===== src/hdl/sfr_pkg.sv =====
`default_nettype none
// ----------------------------------------------------------------------------
// sfr_pkg
// Shared types, constants and the byte-wide CRC-16/ARC update for the
// sync-framed receiver.
// ----------------------------------------------------------------------------
package sfr_pkg;

    localparam int          HEADER_BYTES   = 10;
    localparam logic [7:0]  SYNC_BYTE      = 8'h3E;
    localparam logic [15:0] CRC_POLY_REFL  = 16'hA001;
    localparam logic [16:0] MAX_BYTES_RST  = 17'd65545;

    typedef enum logic [2:0] {
        ST_BUSY  = 3'd0,
        ST_GOOD  = 3'd1,
        ST_BAD   = 3'd2,
        ST_OWN   = 3'd3,
        ST_LARGE = 3'd4
    } frame_status_t;

    // one result word from the parser
    typedef struct packed {
        logic          valid;
        logic [7:0]    payload_byte;
        logic          byte_valid;
        logic [7:0]    frame_topic;
        logic          frame_end;
        frame_status_t frame_status;
    } sfr_result_t;

    // reflected CRC-16, one byte, unrolled over eight bit steps
    function automatic logic [15:0] crc16_arc_byte(input logic [15:0] crc,
                                                   input logic [7:0]  data);
        logic [15:0] c;
        c = crc ^ {8'h00, data};
        for (int k = 0; k < 8; k++) begin
            c = c[0] ? ((c >> 1) ^ CRC_POLY_REFL) : (c >> 1);
        end
        return c;
    endfunction

endpackage
`default_nettype wire


===== src/hdl/sfr_parse.sv =====
`default_nettype none
// ----------------------------------------------------------------------------
// sfr_parse
// Frame parser: sync hunt, header capture, payload pass-through with CRC.
// Result is combinational from state and byte; state advances on step.
// ----------------------------------------------------------------------------
module sfr_parse
    import sfr_pkg::*;
(
    input  wire logic        aclk,
    input  wire logic        aresetn,
    input  wire logic        step,
    input  wire logic [7:0]  rx_byte,
    input  wire logic [7:0]  own_id,
    input  wire logic [16:0] max_bytes,
    output sfr_result_t      res
);

    typedef enum logic [1:0] {
        PH_HUNT    = 2'd0,
        PH_HEADER  = 2'd1,
        PH_PAYLOAD = 2'd2
    } phase_t;

    localparam logic [2:0] HP_TOPIC  = 3'd0;
    localparam logic [2:0] HP_SENDER = 3'd1;
    localparam logic [2:0] HP_LEN_HI = 3'd3;
    localparam logic [2:0] HP_LEN_LO = 3'd4;
    localparam logic [2:0] HP_CRC_HI = 3'd5;
    localparam logic [2:0] HP_CRC_LO = 3'd6;
    localparam logic [1:0] SYNC_LAST = 2'd2;

    phase_t      phase_reg,  phase_next;
    logic [1:0]  sync_reg,   sync_next;
    logic [2:0]  hpos_reg,   hpos_next;
    logic [7:0]  topic_reg,  topic_next;
    logic [7:0]  sender_reg, sender_next;
    logic [15:0] left_reg,   left_next;
    logic [15:0] exp_reg,    exp_next;
    logic [15:0] crc_reg,    crc_next;
    logic        too_large;

    assign too_large = ({1'b0, left_reg} + 17'(HEADER_BYTES)) > max_bytes;

    always_comb begin
        phase_next  = phase_reg;
        sync_next   = sync_reg;
        hpos_next   = hpos_reg;
        topic_next  = topic_reg;
        sender_next = sender_reg;
        left_next   = left_reg;
        exp_next    = exp_reg;
        crc_next    = crc_reg;

        res.valid        = 1'b0;
        res.payload_byte = 8'h00;
        res.byte_valid   = 1'b0;
        res.frame_topic  = topic_reg;
        res.frame_end    = 1'b0;
        res.frame_status = ST_BUSY;

        case (phase_reg)
            PH_HEADER: begin
                case (hpos_reg)
                    HP_TOPIC:  topic_next  = rx_byte;
                    HP_SENDER: sender_next = rx_byte;
                    HP_LEN_HI: left_next   = {rx_byte, 8'h00};
                    HP_LEN_LO: left_next   = {left_reg[15:8], rx_byte};
                    HP_CRC_HI: exp_next    = {rx_byte, 8'h00};
                    HP_CRC_LO: exp_next    = {exp_reg[15:8], rx_byte};
                    default:   ; // sequence byte, ignored
                endcase
                if (hpos_reg < HP_CRC_LO) begin
                    hpos_next = hpos_reg + 3'd1;
                end else begin
                    hpos_next       = 3'd0;
                    sync_next       = 2'd0;
                    crc_next        = 16'h0000;
                    phase_next      = PH_HUNT;
                    res.valid       = 1'b1;
                    res.frame_end   = 1'b1;
                    if (sender_reg == own_id) begin
                        res.frame_status = ST_OWN;
                    end else if (too_large) begin
                        res.frame_status = ST_LARGE;
                    end else if (left_reg == 16'h0000) begin
                        res.frame_status = (exp_next == 16'h0000) ? ST_GOOD : ST_BAD;
                    end else begin
                        res.valid     = 1'b0;
                        res.frame_end = 1'b0;
                        phase_next    = PH_PAYLOAD;
                    end
                end
            end
            PH_PAYLOAD: begin
                crc_next         = crc16_arc_byte(crc_reg, rx_byte);
                left_next        = left_reg - 16'd1;
                res.valid        = 1'b1;
                res.payload_byte = rx_byte;
                res.byte_valid   = 1'b1;
                if (left_reg == 16'd1) begin
                    phase_next       = PH_HUNT;
                    res.frame_end    = 1'b1;
                    res.frame_status = (crc_next == exp_reg) ? ST_GOOD : ST_BAD;
                end
            end
            default: begin
                // hunting; the unused phase code lands here too
                phase_next = PH_HUNT;
                if (rx_byte == SYNC_BYTE) begin
                    if (sync_reg == SYNC_LAST) begin
                        sync_next  = 2'd0;
                        hpos_next  = 3'd0;
                        phase_next = PH_HEADER;
                    end else begin
                        sync_next = sync_reg + 2'd1;
                    end
                end else begin
                    sync_next = 2'd0;
                end
            end
        endcase
    end

    always_ff @(posedge aclk) begin
        if (!aresetn) begin
            phase_reg  <= PH_HUNT;
            sync_reg   <= 2'd0;
            hpos_reg   <= 3'd0;
            topic_reg  <= 8'h00;
            sender_reg <= 8'h00;
            left_reg   <= 16'h0000;
            exp_reg    <= 16'h0000;
            crc_reg    <= 16'h0000;
        end else if (step) begin
            phase_reg  <= phase_next;
            sync_reg   <= sync_next;
            hpos_reg   <= hpos_next;
            topic_reg  <= topic_next;
            sender_reg <= sender_next;
            left_reg   <= left_next;
            exp_reg    <= exp_next;
            crc_reg    <= crc_next;
        end
    end

endmodule
`default_nettype wire


===== src/hdl/sync_frame_receiver_crc16.sv =====
`default_nettype none
// ----------------------------------------------------------------------------
// sync_frame_receiver_crc16
// Byte-stream receiver for '>>>'-synced frames with CRC-16/ARC check.
// ----------------------------------------------------------------------------
// Usage:
//   s_*   : one received link byte per word (s_rx_byte).
//   m_*   : at most one result word per input byte: a payload byte tagged
//           with the frame topic, a frame verdict (crc good/bad, own sender,
//           too large) or both. m_frame_end marks the last word of a frame.
//   cfg_* : register writes, index 0 = own system id, 1 = max frame bytes.
//           cfg_ready is always high; write only while the block is idle.
// Timing:
//   An accepted byte is parsed from the input register by the FSM and CRC
//   update in the following cycle; its result is then registered into the
//   result register that drives m_valid, unless a stalled output holds it.
//   Throughput is one byte per cycle while no result waits on a stalled m_ side.
// Reset (aresetn low, synchronous): parser back to sync hunt, registers to
//   0 / 65545, both word registers empty.
// Back-pressure: while m_ready is low the result register holds; bytes that
//   give no result keep flowing, the next result-bearing byte waits in the
//   input register and s_ready drops until the output drains.
// ----------------------------------------------------------------------------
module sync_frame_receiver_crc16
    import sfr_pkg::*;
(
    input  wire logic        aclk,
    input  wire logic        aresetn,
    // input byte channel
    input  wire logic        s_valid,
    output logic             s_ready,
    input  wire logic [7:0]  s_rx_byte,
    // result channel
    output logic             m_valid,
    input  wire logic        m_ready,
    output logic [7:0]       m_payload_byte,
    output logic             m_byte_valid,
    output logic [7:0]       m_frame_topic,
    output logic             m_frame_end,
    output logic [2:0]       m_frame_status,
    // config write channel
    input  wire logic        cfg_valid,
    output logic             cfg_ready,
    input  wire logic [1:0]  cfg_index,
    input  wire logic [16:0] cfg_data
);

    localparam logic [1:0] CFG_OWN_ID    = 2'd0;
    localparam logic [1:0] CFG_MAX_BYTES = 2'd1;

    // config registers
    logic [7:0]  own_id_reg;
    logic [16:0] max_bytes_reg;

    // input register
    logic        in_vld_reg, in_vld_next;
    logic [7:0]  in_byte_reg;

    // result register
    logic        out_vld_reg, out_vld_next;
    sfr_result_t out_reg;

    sfr_result_t res;
    logic        advance;
    logic        s_take;

    assign cfg_ready = 1'b1;

    always_ff @(posedge aclk) begin
        if (!aresetn) begin
            own_id_reg    <= 8'h00;
            max_bytes_reg <= MAX_BYTES_RST;
        end else if (cfg_valid) begin
            case (cfg_index)
                CFG_OWN_ID:    own_id_reg    <= cfg_data[7:0];
                CFG_MAX_BYTES: max_bytes_reg <= cfg_data;
                default:       ; // unmapped index, dropped
            endcase
        end
    end

    // byte in the input register moves on unless it makes a result that
    // the stalled output register cannot take
    assign advance = in_vld_reg && (!res.valid || !out_vld_reg || m_ready);
    assign s_ready = !in_vld_reg || advance;
    assign s_take  = s_valid && s_ready;

    sfr_parse u_parse (
        .aclk      (aclk),
        .aresetn   (aresetn),
        .step      (advance),
        .rx_byte   (in_byte_reg),
        .own_id    (own_id_reg),
        .max_bytes (max_bytes_reg),
        .res       (res)
    );

    always_comb begin
        in_vld_next = s_take || (in_vld_reg && !advance);
        if (advance && res.valid) begin
            out_vld_next = 1'b1;
        end else if (m_ready) begin
            out_vld_next = 1'b0;
        end else begin
            out_vld_next = out_vld_reg;
        end
    end

    always_ff @(posedge aclk) begin
        if (!aresetn) begin
            in_vld_reg  <= 1'b0;
            out_vld_reg <= 1'b0;
        end else begin
            in_vld_reg  <= in_vld_next;
            out_vld_reg <= out_vld_next;
        end
    end

    // payload registers, no reset
    always_ff @(posedge aclk) begin
        if (s_take) begin
            in_byte_reg <= s_rx_byte;
        end
        if (advance && res.valid) begin
            out_reg <= res;
        end
    end

    assign m_valid        = out_vld_reg;
    assign m_payload_byte = out_reg.payload_byte;
    assign m_byte_valid   = out_reg.byte_valid;
    assign m_frame_topic  = out_reg.frame_topic;
    assign m_frame_end    = out_reg.frame_end;
    assign m_frame_status = out_reg.frame_status;

`ifndef SYNTHESIS
    // empty input register always takes a byte
    a_in_ready: assert property (@(posedge aclk) disable iff (!aresetn)
        !in_vld_reg |-> s_ready)
        else $error("s_ready low with empty input register");

    // a frame verdict and frame_end always go together
    a_end_status: assert property (@(posedge aclk) disable iff (!aresetn)
        m_valid |-> (m_frame_end == (m_frame_status != ST_BUSY)))
        else $error("frame_end and status disagree");

    // a word without a payload byte only ever closes a frame
    a_nodata_end: assert property (@(posedge aclk) disable iff (!aresetn)
        (m_valid && !m_byte_valid) |-> (m_frame_end && m_payload_byte == 8'h00))
        else $error("non-payload word not a frame end");

    // no result may overwrite a stalled one
    a_no_overrun: assert property (@(posedge aclk) disable iff (!aresetn)
        (out_vld_reg && !m_ready && res.valid) |-> !advance)
        else $error("result register overrun");
`endif

endmodule
`default_nettype wire


===== config.mk =====
export PLATFORM = sky130hd
export DESIGN_NAME = sync_frame_receiver_crc16
export DESIGN_NICKNAME = d
export VERILOG_FILES = /design/src/hdl/sfr_pkg.sv /design/src/hdl/sfr_parse.sv /design/src/hdl/sync_frame_receiver_crc16.sv
export SDC_FILE = /design/constraint.sdc
export NUM_CORES = 1
export LEC_CHECK = 0
export BUFFER_PORTS_ARGS = -buffer_cell sky130_fd_sc_hd__buf_2
export CAP_MARGIN = 40
export CORE_AREA = 5 5 139 141
export DETAILED_ROUTE_END_ITERATION = 16
export DIE_AREA = 0 0 144 146
export PLACE_DENSITY_LB_ADDON = 0.1
export SLEW_MARGIN = 15
export SYNTH_ARGS = -nofsm -noshare
export SYNTH_HDL_FRONTEND = slang
export SYNTH_SLANG_ARGS = --single-unit

===== constraint.sdc =====
create_clock -name aclk -period 15.2 [get_ports aclk]
set_clock_uncertainty 0.15 [all_clocks]
set_input_delay 3.04 -clock aclk [delete_from_list [all_inputs] [get_ports aclk]]
set_output_delay 3.04 -clock aclk [all_outputs]
set_load 0.02 [all_outputs]

==> out/results.txt, run 1 <==
Critical-path cell list: nand4_1 > o21bai_1 > nor2_1 > xor2_1 > ha_1 > a21o_1 > a221o_1 > a221o_1 > a22oi_2 > a21oi_1 > o211ai_1 > buf_2
Dpl hpwl: 13400 um
Remaining Overflow, GRT: 0
Net switching power: 0.201 mW
WHS Path Cells: 0
Worst hold-check slack: 0.288 ns
CP dominant cell by count: a221o_1
Synth area leaders: dfxtp_1, edfxtp_1, mux2i_1
Clock share of power: 0.502
Setup TNS: 0 ns
Die Footprint: 21000 sq um
Cell area power density: 103 nW/um^2
Antenna Nets Post-Route: 0
Crit. End Element: primary output
Initial Utilization: 0.395
FMAX: 133 MHz
#FFs+latches synth: 127
Skew-Pair Late Insertion Delay: 0.43 ns
Final worst path period share: 0.495
Clock buffer depth: 2
Placer Congestion: 0.861
Post-synth top area share: 0.278
Routed len/inst: 18.5 um
TritonCTS buffer count: 17
Startpoint Class: register
Crit path buf inv count: 1
Max FO, Critical Path: 12
Num rows: 49
Die height: 146 um
Vias per inst: 5.56
# hold bufs at CTS: 0
Status: complete, no violations
FF+latch area: 2830 sq um
Worst r2r src: u_parse.left_reg[4]
Setup-failing EPs final: 0
CP top delay family: compound AO/OA/AOI/OAI gates
RSZ-0062 raised after global routing: false
Cell taking the most area after synthesis: dfxtp_1
Clk slew on worst S/H paths: 0.06 ns
Post-Layout Cell Count: 1065
Final period demand of the worst path: 7.52 ns
Share of cells above drive strength 1: 0.138
Worst-Margin Slew: 0.778 ns
R2r setup slk: 10.57 ns
CP required: 12.01 ns
Area occupied by multi-input gates: 3860 sq um
Max incr delay on CP: 0.56 ns
Critical path type: reg -> out
HP Start: u_parse.topic_reg[1]
Synthesis-to-layout area growth: 14.3%
Ant diodes: 0
Pin count of the biggest net entering global routing: 53
Number of fill cells: 1723
Nets: 884
Slew HR: 0.481
Syn nets: 858
Max VDD drop: 0.0794 mV
Final-report max-slew violation count: 0
Starting DRT DRC Count: 414
Final Hold Violating Endpoints: 0
Post-synth ARST share: 0
FF-to-FF End: in_byte_reg[2]
Post-layout total power: 0.831 mW
Root Buffer: clkbuf_16
Leak pwr: 3.25 nW
Clock tree sinks: 127
Synth Cell Area: 7060 sq um
Max-cap viol count: 0
Vias: 5921
Vias in the first global route: 5880
Ys Warns: 0
Post-CTS resize count: 0
First-pass GRT wire length: 31400 um
Cells after Synth: 797
Final WL: 19700 um
Antenna violations before repair: 0
Post-synth EDFFs: 29
Quantity of I/O buffers inserted on ports: 54
Cells after DPL: 1032
Seq pwr share: 0.432
Sequential share of the synthesized area: 0.401
DRC: 0
Overall Global Routing Usage: 0.190
Comb power frac: 0.066
Worst Hold Path EP: m_frame_topic[1]
Top Ports: 56
Distinct cells, synth: 73
Int Pwr: 0.630 mW
Prevailing post-synth register cell: dfxtp_1
Max reg flops: 17
Core ar.: 17800 sq um
Worst EP arrival: 4.33 ns
Critical-path top delay cell: dfxtp_1
Sw frac: 0.242
First-pass DRT Iterations: 5
Worst r2r path cells: 12
TritonCTS clock tree: done
Setup Buffers After CTS: 0
Hold Path Class: reg -> reg
H-tree levels: 4
Die Wd: 144 um
Synth Area per Inst: 8.85 sq um
## worst max-delay path by stage
stage               endpoint  slack (ns)                start  cells past startpoint
floorplan            s_ready        8.44              m_ready                      2
global placement     s_ready        8.21              m_ready                      4
finish               s_ready        7.68  u_parse.left_reg[4]                     12
CTS                  s_ready        7.71  u_parse.left_reg[4]                     12
detailed placement   s_ready        8.17  u_parse.left_reg[4]                     12
global route         s_ready        7.37  u_parse.left_reg[4]                     12
## power by group through the flow
stage / Clock, mW / Sequential (mW) / Combinational [mW]
CTS: 0.427 / 0.359 / 0.0548
detailed placement: 0 / 0.366 / 0.0541
floorplan: 0 / 0.357 / 0.0439
global route: 0.442 / 0.359 / 0.0607
global placement: 0 / 0.366 / 0.0531
finish: 0.418 / 0.359 / 0.0548
## cell usage in the layout, fill, tap and decap left out, types with 3 or more instances in the layout
cell type | netlist | final
nor2b_1 | 11 | 11
or3_1 | 13 | 13
a31oi_1 | 11 | 10
inv_6 | 0 | 3
a21oi_1 | 58 | 58
mux2i_1 | 42 | 42
o22ai_1 | 7 | 7
dfxtp_1 | 98 | 98
o32ai_1 | 5 | 5
inv_1 | 33 | 33
nand3_1 | 10 | 10
a22o_1 | 3 | 3
nor3_1 | 17 | 16
nand3b_1 | 4 | 4
nor3b_1 | 3 | 3
nor2_1 | 52 | 52
and2_1 | 24 | 24
nand4_1 | 33 | 33
edfxtp_1 | 29 | 29
a211oi_1 | 4 | 4
o211ai_1 | 4 | 4
o21ai_0 | 29 | 29
xnor2_1 | 43 | 43
and3_1 | 5 | 5
xor2_1 | 16 | 16
nand2_1 | 94 | 94
buf_4 | 3 | 8
o221a_2 | 4 | 4
a22oi_1 | 3 | 3
ha_1 | 29 | 29
buf_2 | 8 | 54
nor4_1 | 7 | 7
bufinv_16 | 0 | 3
or4_1 | 3 | 3
clkbuf_16 | 0 | 17
## cell type report
type / count / share of cell area
Timing Repair Buffer: 64 / 0.0458
Clock inverter: 13 / 0.0202
Multi-Input combinational cell: 579 / 0.478
Inverter: 34 / 0.0158
Tap cell: 229 / 0.0355
Sequential cell: 127 / 0.351
Clock buffer: 19 / 0.0537
## cells in the mapped netlist (all sizes together), types with 3 or more instances
cell,instances
o32ai,5
a22oi,4
o22ai,7
o21ai,31
a21oi,59
nor2,53
nand4,35
o31ai,3
and2,24
clkbuf,41
xor2,16
or3,13
nand3b,4
a31oi,11
edfxtp,29
and3,6
nor3,17
buf,16
ha,29
nor4,8
xnor2,43
dfxtp,98
or4,4
mux2i,42
o211ai,4
nand3,10
or2,3
inv,34
nor2b,11
a211oi,4
nor3b,3
nand2,94
o221a,4
a22o,3
## metrics by stage
stage / instance area (sq um) / setup WS, ns / util
after floorplan: 7060 / 8.44 / -
after global placement: 7430 / 8.21 / 0.416
after detailed placement: 7460 / 8.17 / 0.418
after CTS: 8060 / 7.71 / 0.452
after global routing: 8070 / 7.37 / 0.452
final: 8070 / 7.68 / 0.452
## layer usage
metal	vias to the layer above	global-route usage	wire (um)
li1	2878	-	-
met1	2861	0.261	9150
met2	158	0.294	9170
met3	24	0.0480	1130
met4	0	0.0560	292
met5	-	0	0
## cells by family after synthesis
kind of cell,count (synthesis),share of synthesized area
AND/OR/NAND/NOR,292,0.214
AO/OA/AOI/OAI,153,0.138
flip-flops,127,0.401
buffers and inverters,91,0.0536
XOR/XNOR,61,0.0798
multiplexers,43,0.0612
adder cells (fa/ha/maj),29,0.0514
other,1,0.000531
No activity file was read; power rests on OpenSTA's default activity.
==> run 2: changes to the inputs <==
--- a/config.mk
+++ b/config.mk
@@ -5,11 +5,12 @@
 export SDC_FILE = /design/constraint.sdc
 export NUM_CORES = 1
 export LEC_CHECK = 0
+export ABC_AREA = 1
 export BUFFER_PORTS_ARGS = -buffer_cell sky130_fd_sc_hd__buf_2
 export CAP_MARGIN = 40
-export CORE_AREA = 5 5 139 141
+export CORE_AREA = 5 5 143 145
 export DETAILED_ROUTE_END_ITERATION = 16
-export DIE_AREA = 0 0 144 146
+export DIE_AREA = 0 0 148 150
 export PLACE_DENSITY_LB_ADDON = 0.1
 export SLEW_MARGIN = 15
 export SYNTH_ARGS = -nofsm -noshare
==> constraint.sdc (replaced) <==
create_clock -name aclk -period 6.7 [get_ports aclk]
set_clock_uncertainty 0.15 [all_clocks]
set_input_delay 1.34 -clock aclk [delete_from_list [all_inputs] [get_ports aclk]]
set_output_delay 1.34 -clock aclk [all_outputs]
set_load 0.02 [all_outputs]
==> out/results.txt, run 2 <==
Status: complete, no violations
Setup-failing EPs final: 0 (unchanged)
Overall Global Routing Usage: 0.184 (-0.00554)
HP Start: u_parse.topic_reg[1]
Final-report max-slew violation count: 0 (unchanged)
Final worst path period share: 0.812
Crit path buf inv count: 1 (unchanged)
Starting DRT DRC Count: 494 (+19%)
Distinct cells, synth: 46 (-37%)
Largest family of logic cells by synthesized area: simple AND/OR/NAND/NOR gates
Vias per inst: 4.87 (-12%)
Most frequent cell after synthesis: nand2_1
Int Pwr: 1.43 mW (+130%)
Critical-path cell list: ha_1 > nor2_1 > nor2_1 > nand3_1 > nor2_1 > nand2_1 > nor3_1 > nand3_1 > nor3_1 > xor2_1 > ha_1 > nand2_1 > nor2_2 > nand2_2 > nor2_2 > nor2b_1 > nor2_1 > nand2_2 > nand2_2 > nand2_2 > nand2_2 > nand2_4 > nand3_1 > buf_2
Critical path type: reg -> out
R2r setup slk: 2.23 ns (-8.34 ns)
Die height: 150 um (+2.7%)
Setup TNS: 0 ns (unchanged)
Post-Layout Cell Count: 1364 (+28%)
Synthesis-to-layout area growth: 13.6%
Final period demand of the worst path: 5.44 ns
Cells after DPL: 1331 (+29%)
Pre-CTS WS: 1.71 ns (-6.46 ns)
Setup Buffers After CTS: 0 (unchanged)
Commonest non-fill, non-tap cell in the layout: nand2_1
Core ar.: 19100 sq um (+6.9%)
Comb power frac: 0.066 (about the same)
Commonest cells post-synth: nand2_1, nor2_1, inv_1
Max VDD drop: 0.159 mV (+100%)
Nets: 1174 (+33%)
Remaining Overflow, GRT: 0 (unchanged)
Antenna Nets Post-Route: 0 (unchanged)
Post-route design area: 8500 sq um (+5.4%)
Placer Congestion: 0.861 (about the same)
Final Hold Violating Endpoints: 0 (unchanged)
Post-synth ARST share: 0 (unchanged)
Share of cells above drive strength 1: 0.136 (-0.00168)
Cell taking the most area after synthesis: dfxtp_1
Root Buffer: clkbuf_16
Worst Hold Path EP: m_frame_topic[1]
RSZ-0062 raised after global routing: false
Xor and xnor area share after synthesis: 0.0316 (-0.0482)
Worst r2r src: u_parse.left_reg[2]
Cell depth of the worst setup path: 24 (+12)
Pin count of the biggest net entering global routing: 57 (+7.5%)
Critical-path top delay cell: dfxtp_1
Synth Area in Compound Gates: 0.117 (-0.0208)
Utilization of the core after routing: 0.446 (-0.00667)
Crit. End Element: primary output
Clock share of power: 0.509 (+0.007)
TritonCTS buffer count: 17 (unchanged)
FMAX: 184 MHz
Cells after Synth: 1075 (+35%)
Skew-Pair Late Insertion Delay: 0.43 ns (about the same)
Clock buffer depth: 2 (unchanged)
Routed len/inst: 14.8 um (-20%)
Max-cap viol count: 0 (unchanged)
Seq pwr share: 0.425 (-0.007)
Commonest non-fill, non-tap cells in the layout: nand2_1, nor2_1, inv_1, dfxtp_1, a21oi_1
FF-to-FF End: m_payload_byte[1]
Final WS setup: 1.26 ns (-6.42 ns)
Worst r2r path cells: 28 (+16)
Synth Area per Inst: 6.96 sq um (-21%)
Max incr delay on CP: 0.41 ns (-0.15 ns)
Worst-Margin Slew: 0.773 ns (-0.00542 ns)
Vias: 6643 (+12%)
First-pass GRT wire length: 32200 um (+2.5%)
Antenna violations before repair: 0 (unchanged)
Initial Utilization: 0.392 (-0.00312)
Num rows: 51 (+4.1%)
Clk slew on worst S/H paths: 0.07 ns (about the same)
Max FO, Critical Path: 5 (-7)
Sw frac: 0.256 (+0.0142)
#FFs+latches synth: 127 (unchanged)
Cell area power density: 225 nW/um^2 (+120%)
Max reg flops: 17 (unchanged)
Slew HR: 0.481 (about the same)
Top Ports: 56 (unchanged)
Mux contribution to synthesized area: 0 (-0.0612)
Post-DP Area: 7880 sq um (+5.6%)
Syn nets: 1136 (+32%)
Sequential share of the synthesized area: 0.378 (-0.0231)
Ant diodes: 0 (unchanged)
Vias in the first global route: 6178 (+5.1%)
Adder-cell share of the synthesized area: 0.0485 (-0.00296)
Startpoint Class: register
Prevailing post-synth register cell: dfxtp_1
WHS Path Cells: 0 (unchanged)
Worst EP arrival: 3.95 ns (-0.38 ns)
Ys Warns: 0 (unchanged)
Synth area leaders: dfxtp_1, nand2_1, edfxtp_1
Post-synth top area share: 0.262 (-0.0160)
CP dominant cell by count: nand2_2
# hold bufs at CTS: 0 (unchanged)
Net switching power: 0.491 mW (+140%)
First-pass DRT Iterations: 5 (unchanged)
Simple-Gate Fraction of Synth Area: 0.322 (+0.108)
Die Wd: 148 um (+2.8%)
Quantity of I/O buffers inserted on ports: 54 (unchanged)
Leak pwr: 3.80 nW (+17%)
Hold Path Class: reg -> reg
H-tree levels: 4 (unchanged)
CP required: 5.21 ns (-6.80 ns)
CP top delay family: simple AND/OR/NAND/NOR gates
TritonCTS clock tree: done
Die Footprint: 22200 sq um (+5.6%)
Clock tree sinks: 127 (unchanged)
Dpl hpwl: 14200 um (+6.3%)
Post-synth EDFFs: 29 (unchanged)
Final WL: 20100 um (+2.0%)
Post-CTS resize count: 0 (unchanged)
DRC: 0 (unchanged)
Synth Cell Area: 7490 sq um (+6.1%)
## run 2: changes by cell type after synthesis, sizes merged, moves of 19 or more
cell / previous run / this run
clkbuf: 41 / 22
a21oi: 59 / 91
nand4: 35 / 13
nand2: 94 / 302
and2: 24 / 0
nor2: 53 / 137
nand3: 10 / 74
mux2i: 42 / 0
inv: 34 / 140
xnor2: 43 / 12
## run 2: cells by family after synthesis
kind of cell | after synthesis
buffers and inverters | 184
adder cells (fa/ha/maj) | 29
XOR/XNOR | 27
flip-flops | 127
AO/OA/AOI/OAI | 158
AND/OR/NAND/NOR | 549
other | 1
## run 2: worst max path at each step
stage                              startpoint      end  slack (ns)
after floorplan           u_parse.left_reg[2]  s_ready        2.23
after global placement    u_parse.left_reg[2]  s_ready        1.77
after detailed placement  u_parse.left_reg[2]  s_ready        1.71
after CTS                 u_parse.left_reg[2]  s_ready        1.23
after global routing      u_parse.left_reg[2]  s_ready        0.79
final                     u_parse.left_reg[2]  s_ready        1.26
## run 2: cell type report
| cell class | count | area, sq um |
|---|---|---|
| Clock inverter | 14 | 181 |
| Sequential cell | 127 | 2830 |
| Inverter | 142 | 536 |
| Tap cell | 238 | 298 |
| Timing Repair Buffer | 61 | 330 |
| Fill cell | 2009 | 10600 |
| Multi-Input combinational cell | 764 | 3890 |
| Clock buffer | 18 | 429 |
## run 2: power groups by stage
stage | sequential [mW] | clock [mW] | combinational, mW
after CTS | 0.815 | 0.994 | 0.127
final | 0.815 | 0.975 | 0.127
after global placement | 0.832 | 0 | 0.127
after floorplan | 0.816 | 0 | 0.0958
after global routing | 0.816 | 1.02 | 0.146
after detailed placement | 0.832 | 0 | 0.127
## run 2: through the flow
stage / total power, mW / hold slack [ns]
after floorplan: 0.912 / 0.258
after CTS: 1.94 / 0.285
final: 1.92 / 0.284
after detailed placement: 0.958 / 0.269
after global placement: 0.959 / 0.263
after global routing: 1.99 / 0.287
## run 2: worst reg2reg max path, delay by kind of cell (launching register included)
kind	cells	cell delay (ns)
XOR/XNOR	1	0.18
buffers and inverters	2	0.46
AND/OR/NAND/NOR	23	2.48
adder cells (fa/ha/maj)	2	0.47
flip-flops	1	0.41
## run 2: routing by layer
layer  track usage  wire length (um)
met1         0.247              9590
met3        0.0345               882
met5             0                 0
met4        0.0568               376
met2         0.302              9290
